### src/rtl/core/spmd_pkg.sv
// ----------------------------------------------------------------------------
// spmd_pkg
// Shared types, constants and helpers of the signed point-mesh distance block.
// ----------------------------------------------------------------------------
`default_nettype none

package spmd_pkg;

    localparam int FRAC_BITS = 16;              // Q16.16
    localparam int CRD_W     = 32;              // coordinate width
    localparam int ANG_W     = 18;              // angle width
    localparam int TOL_W     = 16;              // tolerance width
    localparam int SUM_W     = 48;              // offset sum width
    localparam int OFF_W     = 35;              // vertex offset after scaling
    localparam logic [TOL_W-1:0] TOL_RESET = TOL_W'(1);

    typedef enum logic {
        SQDIV_SQRT = 1'b0,
        SQDIV_DIV  = 1'b1
    } t_sqdiv_mode;

    typedef struct packed {
        logic        start;
        t_sqdiv_mode mode;
    } t_sqdiv_req;

    // difference of two signed coordinates, saturated to the coordinate width
    function automatic logic signed [CRD_W-1:0] sdiff(input logic signed [CRD_W-1:0] a,
                                                     input logic signed [CRD_W-1:0] b);
        logic signed [CRD_W:0] d;
        d = {a[CRD_W-1], a} - {b[CRD_W-1], b};
        if (d[CRD_W] != d[CRD_W-1]) begin
            return d[CRD_W] ? {1'b1, {(CRD_W-1){1'b0}}} : {1'b0, {(CRD_W-1){1'b1}}};
        end
        return d[CRD_W-1:0];
    endfunction

endpackage

`default_nettype wire

### src/rtl/core/spmd_sqdiv.sv
// ----------------------------------------------------------------------------
// spmd_sqdiv
// Shared iterative unit: 64-bit integer square root (2 bits a step) or
// 64 / 32 unsigned division (1 bit a step) on one compare-subtract.
// ----------------------------------------------------------------------------
`default_nettype none

module spmd_sqdiv
    import spmd_pkg::*;
(
    input  wire logic        i_clk,
    input  wire logic        i_rst_n,
    input  wire t_sqdiv_req  i_req,
    input  wire logic [63:0] i_src,
    input  wire logic [31:0] i_den,
    output logic             o_busy,
    output logic [63:0]      o_quo
);

    logic        r_busy;
    t_sqdiv_mode r_mode;
    logic [5:0]  r_cnt;
    logic [33:0] r_rem;
    logic [63:0] r_src;
    logic [63:0] r_quo;
    logic [31:0] r_den;

    logic [33:0] sh;
    logic [33:0] trial;
    logic        ge;

    always_comb begin
        if (r_mode == SQDIV_SQRT) begin
            sh    = {r_rem[31:0], r_src[63:62]};
            trial = {r_quo[31:0], 2'b01};
        end else begin
            sh    = {r_rem[32:0], r_src[63]};
            trial = {2'b00, r_den};
        end
        ge = (sh >= trial);
    end

    always_ff @(posedge i_clk) begin
        if (!i_rst_n) begin
            r_busy <= 1'b0;
            r_mode <= SQDIV_SQRT;
            r_cnt  <= '0;
        end else if (!r_busy) begin
            if (i_req.start) begin
                r_busy <= 1'b1;
                r_mode <= i_req.mode;
                r_cnt  <= (i_req.mode == SQDIV_SQRT) ? 6'd31 : 6'd63;
                r_rem  <= '0;
                r_quo  <= '0;
                r_src  <= i_src;
                r_den  <= i_den;
            end
        end else begin
            r_rem <= ge ? (sh - trial) : sh;
            r_quo <= {r_quo[62:0], ge};
            r_src <= (r_mode == SQDIV_SQRT) ? {r_src[61:0], 2'b00} : {r_src[62:0], 1'b0};
            r_cnt <= r_cnt - 6'd1;
            if (r_cnt == 6'd0) begin
                r_busy <= 1'b0;
            end
        end
    end

    assign o_busy = r_busy;
    assign o_quo  = r_quo;

    a_finish: assert property (@(posedge i_clk) disable iff (!i_rst_n)
        (r_busy && r_cnt == 6'd0) |=> !r_busy)
        else $error("sqdiv: did not finish on last step");

    a_launch: assert property (@(posedge i_clk) disable iff (!i_rst_n)
        (!r_busy && i_req.start) |=> r_busy)
        else $error("sqdiv: request not taken");

    a_root_width: assert property (@(posedge i_clk) disable iff (!i_rst_n)
        (r_busy && r_mode == SQDIV_SQRT) |-> (r_quo[63:32] == 32'd0))
        else $error("sqdiv: root grew past 32 bits");

endmodule

`default_nettype wire
### config.mk
export PLATFORM = sky130hd
export DESIGN_NAME = spmd_sqdiv
export DESIGN_NICKNAME = d
export VERILOG_FILES = /design/src/rtl/core/spmd_pkg.sv /design/src/rtl/core/spmd_sqdiv.sv
export SDC_FILE = /design/constraint.sdc
export NUM_CORES = 1
export LEC_CHECK = 0
export BUFFER_PORTS_ARGS = -buffer_cell sky130_fd_sc_hd__buf_4
export CELL_PAD_IN_SITES_DETAIL_PLACEMENT = 0
export CELL_PAD_IN_SITES_GLOBAL_PLACEMENT = 1
export CORE_MARGIN = 5
export CORE_UTILIZATION = 46
export DETAILED_ROUTE_END_ITERATION = 12
export PLACE_DENSITY_LB_ADDON = 0.1
export RECOVER_POWER = 25
export SLEW_MARGIN = 30
export SYNTH_ARGS = -nofsm -noshare
export SYNTH_HDL_FRONTEND = slang
export SYNTH_SLANG_ARGS = --single-unit
### constraint.sdc
create_clock -name i_clk -period 9.2 [get_ports i_clk]
set_input_delay 0.92 -clock i_clk [delete_from_list [all_inputs] [get_ports i_clk]]
set_output_delay 0.92 -clock i_clk [all_outputs]
set_load 0.005 [all_outputs]
==> impl_metrics.ini, run 1 <==
[run_status]
outcome = finished with violations
violations = max-capacitance violations, max-slew violations

[hold_path]
min_from = r_cnt[2]$_SDFFE_PN0N_
worstHoldPathType = reg2reg
min_path_cells = 2
hold_path_end = r_cnt[2]$_SDFFE_PN0N_

[pwr]
vdd_drop_max_uv = 126
power_switching_uw = 730
clkPwrFrac_pct = 33.9
leakagePower_nw = 5.08
pwr-share-seq_pct = 43.4
power.density_nw_per_um2 = 198
internal-power_mw = 1.88
p_comb_share_pct = 22.7
sw_frac_of_total_pct = 28.0

[timing]
period_share_pct = 58.4
finalSetupTns_ns = 0
setup_viol = 0
grt_setup_unrepaired = false
min_period_ns = 5.37
fmax_mhz = 186
slew_violations = 116
finClkSkew_ns = 0.00981
max_slew_margin_pct = -199
worst_pin_slew_ns = 4.48
final_hold_viol_count = 0

[clock_tree]
clockRootBuffer = clkbuf_16
clk_pin_slew_ns = 0.06
worstSkewPairLatency_ns = 0.52
ctsHoldBuffers = 0
post_cts_resize_count = 0
htreeDepth = 1
cts_buffers = 24
clk_path_buf_depth = 3
cts_tree = yes
post_cts_buffers = 0
clock_sinks = 201

[logic_synthesis]
ys_seq_area_share_pct = 54.4
synth_edf_count = 193
synthFlopType = edfxtp_1
yosys_warnings = 0
avgSynthCellArea_sq_um = 11.9
syn-num-nets = 1057
synthAdderAreaFrac_pct = 4.18
synth_top_family_by_area = multiplexers
synth_compound_area_share_pct = 10.5
synthCells = 921
yosys.area_share.simple_pct = 12.0
ys_ff_latch = 201
async_reset_ff_share_pct = 0
synth_cell_type_count = 59
synth_xor_area_share_pct = 2.32
synth.cell_area_sq_um = 11000
synth.area.mux_share_pct = 14.0

[cells_and_area]
diodes = 0
layout.cells.most_common = edfxtp_1
postLayoutCellArea_sq_um = 13200
area_delta_synth_final_pct = 20.1
final_nets = 1202
final_cell_mix = edfxtp_1, buf_4, mux2i_1
drive_gt1_share_pct = 23.0

[grt]
grt_antenna_before_repair = 2
grt_pass1_vias = 7391
grt_max_degree = 149
met3_usage_pct = 3.69
grt-busiest-layer = met2
grt_use_total_pct = 17.2
grt_use_met1_pct = 22.7
grt_overflow = 0
grt_first_pass_wirelength_um = 37800
gr-usage-met2_pct = 29.0

[setup_path]
crit_required_ns = 8.28
cp_slowest_cell = clkbuf_1
worstPathCellList = clkbuf_1, buf_4
slowest_delay_ns = 3.15
worstSetupEndpointType = output port
reg2reg_from = r_mode$_SDFFE_PN0P_
worstPathMaxFanout = 115
cp.arrival_ns = 4.45
reg2reg_to = r_rem[32]$_SDFFCE_PN0P_
r2r_cells = 13
worst-setup-path-type = reg2out
reg2reg_slack_ns = 3.93
startpoint_type = flop

[die]
die-area_sq_um = 27000
rows = 56
die_y_um = 164
io_pins = 165
core_area_sq_um = 23500
start_util_pct = 46.7
die_w_um = 164

[detailed_routing]
postRouteAntennaNets = 0
drc = 0
firstDrtPassIters = 4
routedWlPerCell_um = 16.6
drt_iter0_drc = 301
vias_per_cell = 5.24
vias = 7351
wl_um = 23200

[place]
port_buffers = 164
dp_hpwl_um = 15800
routabilityCongestion = 0.803
dpl_cell_area_sq_um = 12400

[job]
drv_cap = 1
## cell type report
type                    instances  area, sq um
clock inverters                16          118
flip-flops and latches        201         5960
multi-input cells             653         4710
fillers                      2096        10300
clock buffers                  28          616
well taps                     319          399
inverters                      15         56.3
repair buffers                171         1290
## state kept, by name (all words and copies together), names as in the netlist
signal	flops
o_quo	64
r_cnt	6
r_mode	1
r_rem	33
o_busy	1
r_den	32
r_src	64
## power by group through the flow
| stage | Clock, mW | Sequential [mW] | Combinational [mW] |
|---|---|---|---|
| floorplan | 0 | 1.15 | 0.448 |
| global placement | 0 | 1.15 | 0.597 |
| detailed placement | 0 | 1.15 | 0.598 |
| CTS | 0.909 | 1.13 | 0.601 |
| global route | 0.947 | 1.14 | 0.670 |
| finish | 0.882 | 1.13 | 0.592 |
## metrics by stage
step	cells	worst slack, ns	util [%]	power, mW	hold WS [ns]
after CTS	1403	3.89	56.1	2.64	0.487
after detailed placement	1359	3.93	53.0	1.75	0.479
after floorplan	921	0.772	-	1.59	0.453
after global routing	1403	3.24	56.0	2.75	0.515
final	1403	3.83	56.0	2.61	0.492
after global placement	1359	4.06	53.0	1.75	0.475
## synthesized netlist by cell type (all sizes together), types with 8 or more instances
library cell,number,area share (%)
edfxtp,193,53
mux2i,115,11
a21oi,92,4.2
nor2,87,3.0
and2,70,4.0
clkbuf,41,1.4
ha,35,4.0
mux2,34,3.5
nor2b,22,1.3
o21ai,22,1.0
nand2,20,0.69
a21o,18,1.2
xnor2,18,1.4
nand2b,17,0.97
nand3,16,0.73
inv,15,0.51
buf,11,0.67
xor2,11,0.88
dfxtp,8,1.5
nor3,8,0.37
## critical path: cells and delay by family (launching register included)
kind     cells  cell delay, ns
flops        1            0.33
buf+inv      2            3.60
## per-layer routing
layer / up-vias / share of wire, %
li1: 3693 / -
met1: 3485 / 45
met2: 131 / 48
met3: 38 / 4.8
met4: 4 / 2.4
met5: - / 0.11
## cells by family (layout without fill, tap and decap cells)
group	Yosys count	after routing
multiplexers	149	149
XOR/XNOR	29	29
buffers and inverters	67	230
adder cells (fa/ha/maj)	36	36
flip-flops	201	201
AO/OA/AOI/OAI	183	183
AND/OR/NAND/NOR	256	256
## worst max-delay path by stage
stage                        start                      end  slack [ns]  depth (start not counted)
2_1_floorplan              i_rst_n   o_quo[0]$_SDFFCE_PN0P_        0.77                          2
5_1_grt          o_busy$_SDFF_PN0_                   o_busy        3.24                          2
3_5_place_dp   r_mode$_SDFFE_PN0P_  r_rem[32]$_SDFFCE_PN0P_        3.93                         13
3_3_place_gp   r_mode$_SDFFE_PN0P_  r_rem[32]$_SDFFCE_PN0P_        4.06                         13
6_report         o_busy$_SDFF_PN0_                   o_busy        3.83                          2
4_1_cts        r_mode$_SDFFE_PN0P_  r_rem[32]$_SDFFCE_PN0P_        3.89                         13
No activity file was read; power rests on OpenSTA's default activity.
==> run 2: changes to the inputs <==
==> constraint.sdc (replaced) <==
create_clock -name i_clk -period 5.5 [get_ports i_clk]
set_input_delay 0.55 -clock i_clk [delete_from_list [all_inputs] [get_ports i_clk]]
set_output_delay 0.55 -clock i_clk [all_outputs]
set_load 0.005 [all_outputs]
==> run 2 against run 1 <==
The flow still finishes with violations (max-capacitance violations, max-slew violations). Register-to-register slack got worse by 2.8 ns. First-iteration DRC count up 11%. Power up 68%. Wire length is 1.1% higher. Die area unchanged. Flip-flop and latch count unchanged. Combinational power grew 66%. Sequential share of layout area decreased by 0.22 points. Critical endpoint is now r_rem[12]$_SDFFCE_PN0P_. Largest cell class unchanged.
==> impl_metrics.ini, run 2 (same netlist as run 1, synthesis figures left out) <==
[place]
dp_hpwl_um = 16400
routabilityCongestion = 0.836
dpl_cell_area_sq_um = 12500
port_buffers = 164
pre_cts_ws_ns = 1.09

[cells_and_area]
multi_input_area_sq_um = 4720
area_delta_synth_final_pct = 20.7
drive_gt1_share_pct = 23.0
final_nets = 1208
num-fill-cells = 2089
postLayoutCellArea_sq_um = 13200
layout.cells.most_common = edfxtp_1
final_cell_mix = edfxtp_1, buf_4, mux2i_1
regArea_sq_um = 5960
diodes = 0

[clock_tree]
worstSkewPairLatency_ns = 0.53
clk_path_buf_depth = 3
ctsHoldBuffers = 0
cts_buffers = 24
clock_sinks = 201
post_cts_resize_count = 0
clk_pin_slew_ns = 0.06
cts_tree = yes
clockRootBuffer = clkbuf_16
post_cts_buffers = 0
htreeDepth = 1

[setup_path]
worstPathMaxFanout = 32
worstSetupEndpointType = flop
worst-setup-path-type = reg2reg
cp.arrival_ns = 4.63
startpoint_type = flop
worstPathCellList = buf_4, mux2i_1, ha_1, a21o_1, a221o_1, or2_1, o21a_1, a21o_1, a31oi_4, buf_4, mux2i_1, nor2b_1
crit_required_ns = 5.77
slowest_delay_ns = 0.68
cp_slowest_cell = dfxtp_4

[die]
die_w_um = 164
die-area_sq_um = 27000
rows = 56
start_util_pct = 46.7
core_area_sq_um = 23500
die_y_um = 164
io_pins = 165

[timing]
period_share_pct = 79.2
setup_viol = 0
whs_ns = 0.211
slew_violations = 120
max_slew_margin_pct = -32.3
final_hold_viol_count = 0
finClkSkew_ns = 0.0122
grt_setup_unrepaired = false
fmax_mhz = 230
final.setup.worst_slack_ns = 1.14
worst_pin_slew_ns = 1.98
min_period_ns = 4.36
finalSetupTns_ns = 0

[detailed_routing]
routedWlPerCell_um = 16.7
wl_um = 23500
drc = 0
vias_per_cell = 5.24
drt_iter0_drc = 334
firstDrtPassIters = 4
vias = 7378
postRouteAntennaNets = 0

[grt]
grt_first_pass_wirelength_um = 38400
grt_overflow = 0
grt_max_degree = 122
grt_antenna_before_repair = 1
grt_use_total_pct = 17.4
grt_pass1_vias = 7475

[pwr]
power_switching_mw = 1.22
vdd_drop_max_uv = 250
clkPwrFrac_pct = 34.0
leakagePower_nw = 5.09
power.density_nw_per_um2 = 331
p_comb_share_pct = 22.5
internal-power_mw = 3.15
sw_frac_of_total_pct = 28.0
finalPower_mw = 4.37
pwr-share-seq_pct = 43.5

[run_status]
outcome = finished with violations
violations = max-capacitance violations, max-slew violations

[job]
drv_cap = 2

[hold_path]
worstHoldPathType = in2reg
## run 2: cell types whose count changed in the layout (fill, tap and decap cells not counted), sizes merged
cell,before,now
clkbuf,69,91
clkinvlp,0,1
buf,130,122
clkinv,15,6
bufinv,1,0
## run 2: power by group through the flow
| stage | logic [mW] | clock network, mW | registers (mW) |
|---|---|---|---|
| 2_1_floorplan | 0.749 | 0 | 1.91 |
| 3_3_place_gp | 0.982 | 0 | 1.94 |
| 3_5_place_dp | 0.997 | 0 | 1.93 |
| 4_1_cts | 1.00 | 1.53 | 1.90 |
| 5_1_grt | 1.11 | 1.59 | 1.92 |
| 6_report | 0.985 | 1.49 | 1.90 |
## run 2: final timing paths
kind / startpoint / endpoint / slack (ns) / cells after the start
setup / recovery: r_mode$_SDFFE_PN0P_ / r_rem[12]$_SDFFCE_PN0P_ / 1.14 / 12
hold / removal: i_den[4] / r_den[4]$_DFFE_PP_ / 0.21 / 1
hold reg to reg: r_cnt[2]$_SDFFE_PN0N_ / r_cnt[2]$_SDFFE_PN0N_ / 0.50 / 2
setup reg to reg: r_mode$_SDFFE_PN0P_ / r_rem[12]$_SDFFCE_PN0P_ / 1.14 / 12
## run 2: stage by stage
stage | cells | utilization (%)
6_report | 1408 | 56.3
5_1_grt | 1408 | 56.3
4_1_cts | 1408 | 56.4
3_5_place_dp | 1365 | 53.2
3_3_place_gp | 1364 | 53.1
2_1_floorplan | 921 | -
## run 2: metal layers
layer	vias to the layer above	track usage (%)	part of all wire, %
met3	38	3.96	5.6
met1	3502	22.7	44
met2	134	29.8	49
met4	2	3.70	1.9
met5	-	0	0.030
li1	3702	-	-
## run 2: critical path, delay by kind of cell (launching register included)
family | cells | cell delay (ns)
AOI/OAI and AO/OA | 5 | 1.56
buffers and inverters | 2 | 0.71
DFF | 1 | 0.68
muxes | 2 | 0.43
adders and majority gates | 1 | 0.37
and+or+nand+nor | 2 | 0.29
## run 2: layout make-up
class,count,area share [%]
Sequential cell,201,45.1
Inverter,15,0.426
Clock inverter,7,0.426
Clock buffer,36,5.19
Tap cell,319,3.02
Multi-Input combinational cell,653,35.7
Timing Repair Buffer,177,10.1
==> run 3: changes to the inputs <==
--- a/config.mk
+++ b/config.mk
@@ -9,7 +9,7 @@
 export CELL_PAD_IN_SITES_DETAIL_PLACEMENT = 0
 export CELL_PAD_IN_SITES_GLOBAL_PLACEMENT = 1
 export CORE_MARGIN = 5
-export CORE_UTILIZATION = 46
+export CORE_UTILIZATION = 42
 export DETAILED_ROUTE_END_ITERATION = 12
 export PLACE_DENSITY_LB_ADDON = 0.1
 export RECOVER_POWER = 25
==> constraint.sdc (replaced) <==
create_clock -name i_clk -period 3.77 [get_ports i_clk]
set_input_delay 0.377 -clock i_clk [delete_from_list [all_inputs] [get_ports i_clk]]
set_output_delay 0.377 -clock i_clk [all_outputs]
set_load 0.005 [all_outputs]
==> run 3 against run 2 <==
The flow now finishes without violations. Global-route usage decreased by 1.2 points. Critical path depth unchanged. Flip-flop and latch count is the same. Clock skew is 0.0052 ns higher. First-iteration DRC count increased by 15%. Non-clock buffer count grew 20. Register-to-register slack worse by 0.88 ns. Largest cell class unchanged.
==> impl_metrics.ini, run 3 (same netlist as run 1, synthesis figures left out) <==
[detailed_routing]
dr_wl_met3_um = 1430
wl_met2_um = 11500
routedWlPerCell_um = 16.7
vias = 7403
drt_iter0_drc = 384
vias_per_cell = 5.14
postRouteAntennaNets = 0
dr.max_layer_used = met5
m1WireLength_um = 10600
wl_um = 24000
firstDrtPassIters = 4
drc = 0

[pwr]
power_switching_mw = 1.78
leakagePower_nw = 5.16
finalPower_mw = 6.35
p_comb_share_pct = 24.0
vdd_drop_max_uv = 337
sw_frac_of_total_pct = 28.0
internal-power_mw = 4.58
clkPwrFrac_pct = 32.6
power.density_nw_per_um2 = 477
pwr-share-seq_pct = 43.5

[cells_and_area]
drive_gt1_share_pct = 23.5
num-fill-cells = 2401
diodes = 0
final_nets = 1227
fin_util_pct = 51.6
layout.cells.most_common = edfxtp_1
final_cell_mix = edfxtp_1, mux2i_1, buf_4
area_delta_synth_final_pct = 21.7
postLayoutCellArea_sq_um = 13300

[setup_path]
cp.arrival_ns = 3.88
worst-setup-path-type = reg2reg
worstPathMaxFanout = 30
cp_slowest_cell = ha_1
slowest_delay_ns = 0.39
startpoint_type = flop
crit_required_ns = 4.15
path_buf_inv = 1
cp_top_family = compound AO/OA/AOI/OAI gates
worstPathCellList = buf_12, mux2_2, ha_1, a21o_1, nor3_1, nand3_1, a31oi_2, o31ai_2, a41oi_1, mux2_2, a2111o_1, a21boi_1
cp_common_cell = mux2_2
worstSetupEndpointType = flop

[timing]
slew_violations = 0
worst_pin_slew_ns = 0.866
period_share_pct = 92.9
grt_setup_unrepaired = false
max_slew_margin_pct = 42.3
fmax_mhz = 285
finClkSkew_ns = 0.0174
min_period_ns = 3.50
setup_viol = 0
final_hold_viol_count = 0
finalSetupTns_ns = 0

[die]
die-area_sq_um = 29400
rows = 59
die_y_um = 172
core_area_sq_um = 25800
start_util_pct = 42.4
io_pins = 165
die_w_um = 172

[clock_tree]
cts_buffers = 23
htreeDepth = 1
clock_sinks = 201
worstSkewPairLatency_ns = 0.53
cts_tree = yes
clockRootBuffer = clkbuf_16
clk_path_buf_depth = 3
clk_pin_slew_ns = 0.06

[place]
dp_hpwl_um = 16900
port_buffers = 164
dpl_cell_area_sq_um = 12700
routabilityCongestion = 0.777

[grt]
grt_overflow = 0
grt_antenna_before_repair = 3
grt_pass1_vias = 7713
grt_first_pass_wirelength_um = 39200
grt_use_total_pct = 16.2
grt_max_degree = 95

[run_status]
outcome = finished, final reports clean

[job]
drv_cap = 0

[hold_path]
worstHoldPathType = in2reg
==> run 3: changes by cell type in the layout (fill, tap and decap cells not counted), sizes merged <==
cell         previous run  this run
clkinv                  6         8
bufinv                  0         1
clkinvlp                1         0
inv                    15        16
buf                   122       101
dlygate4sd3             0         2
clkbuf                 91       123
==> run 3: repair_timing <==
action	CTS	global route
buffers inserted	0	0
hold buffers	2	0
gates resized for setup	0	1
setup endpoints to repair	0	1
hold endpoints to repair	2	0
==> run 3: routing by layer <==
metal | vias to the layer above | track usage [%]
met2 | 133 | 27.7
li1 | 3724 | -
met4 | 6 | 3.20
met3 | 38 | 4.46
met1 | 3502 | 20.7
met5 | - | 0
==> run 3: area by class of cell <==
cell class	count	area, sq um	area share, %
Timing Repair Buffer	197	1480	11.1
Multi-Input combinational cell	653	4730	35.5
Tap cell	335	419	3.14
Sequential cell	201	5960	44.7
Clock buffer	29	598	4.49
Clock inverter	10	81.3	0.610
Inverter	15	56.3	0.422
==> run 3: worst paths after layout <==
path                          from                 endpoint  slack [ns]  cells past startpoint
max            r_mode$_SDFFE_PN0P_  r_rem[25]$_SDFFCE_PN0P_        0.27                     12
min                      i_den[23]      r_den[23]$_DFFE_PP_        0.05                      1
max reg2reg    r_mode$_SDFFE_PN0P_  r_rem[25]$_SDFFCE_PN0P_        0.27                     12
min reg2reg  r_cnt[2]$_SDFFE_PN0N_    r_cnt[2]$_SDFFE_PN0N_        0.48                      2
==> run 3: power by group through the flow <==
stage | registers [mW] | logic (mW) | clock network (mW)
final | 2.76 | 1.52 | 2.07
after CTS | 2.77 | 1.56 | 2.13
after global placement | 2.81 | 1.55 | 0
after detailed placement | 2.81 | 1.55 | 0
after floorplan | 2.78 | 1.10 | 0
after global routing | 2.79 | 1.71 | 2.23
==> run 3: stage by stage <==
| stage | hold slack (ns) | std cells | worst slack, ns |
|---|---|---|---|
| floorplan | 0.453 | 921 | 0.0107 |
| global placement | 0.477 | 1399 | 0.324 |
| detailed placement | 0.481 | 1399 | 0.263 |
| CTS | 0.000831 | 1440 | 0.228 |
| global route | 0.0239 | 1440 | 0.00189 |
| finish | 0.0467 | 1440 | 0.266 |
==> run 3: worst reg2reg max path: cells and delay by family, from the launching register on <==
family	cells	cell delay (ns)
and+or+nand+nor	2	0.27
buffers and inverters	1	0.22
DFF	1	0.38
muxes	2	0.74
adders and majority gates	1	0.39
AOI/OAI and AO/OA	6	1.35
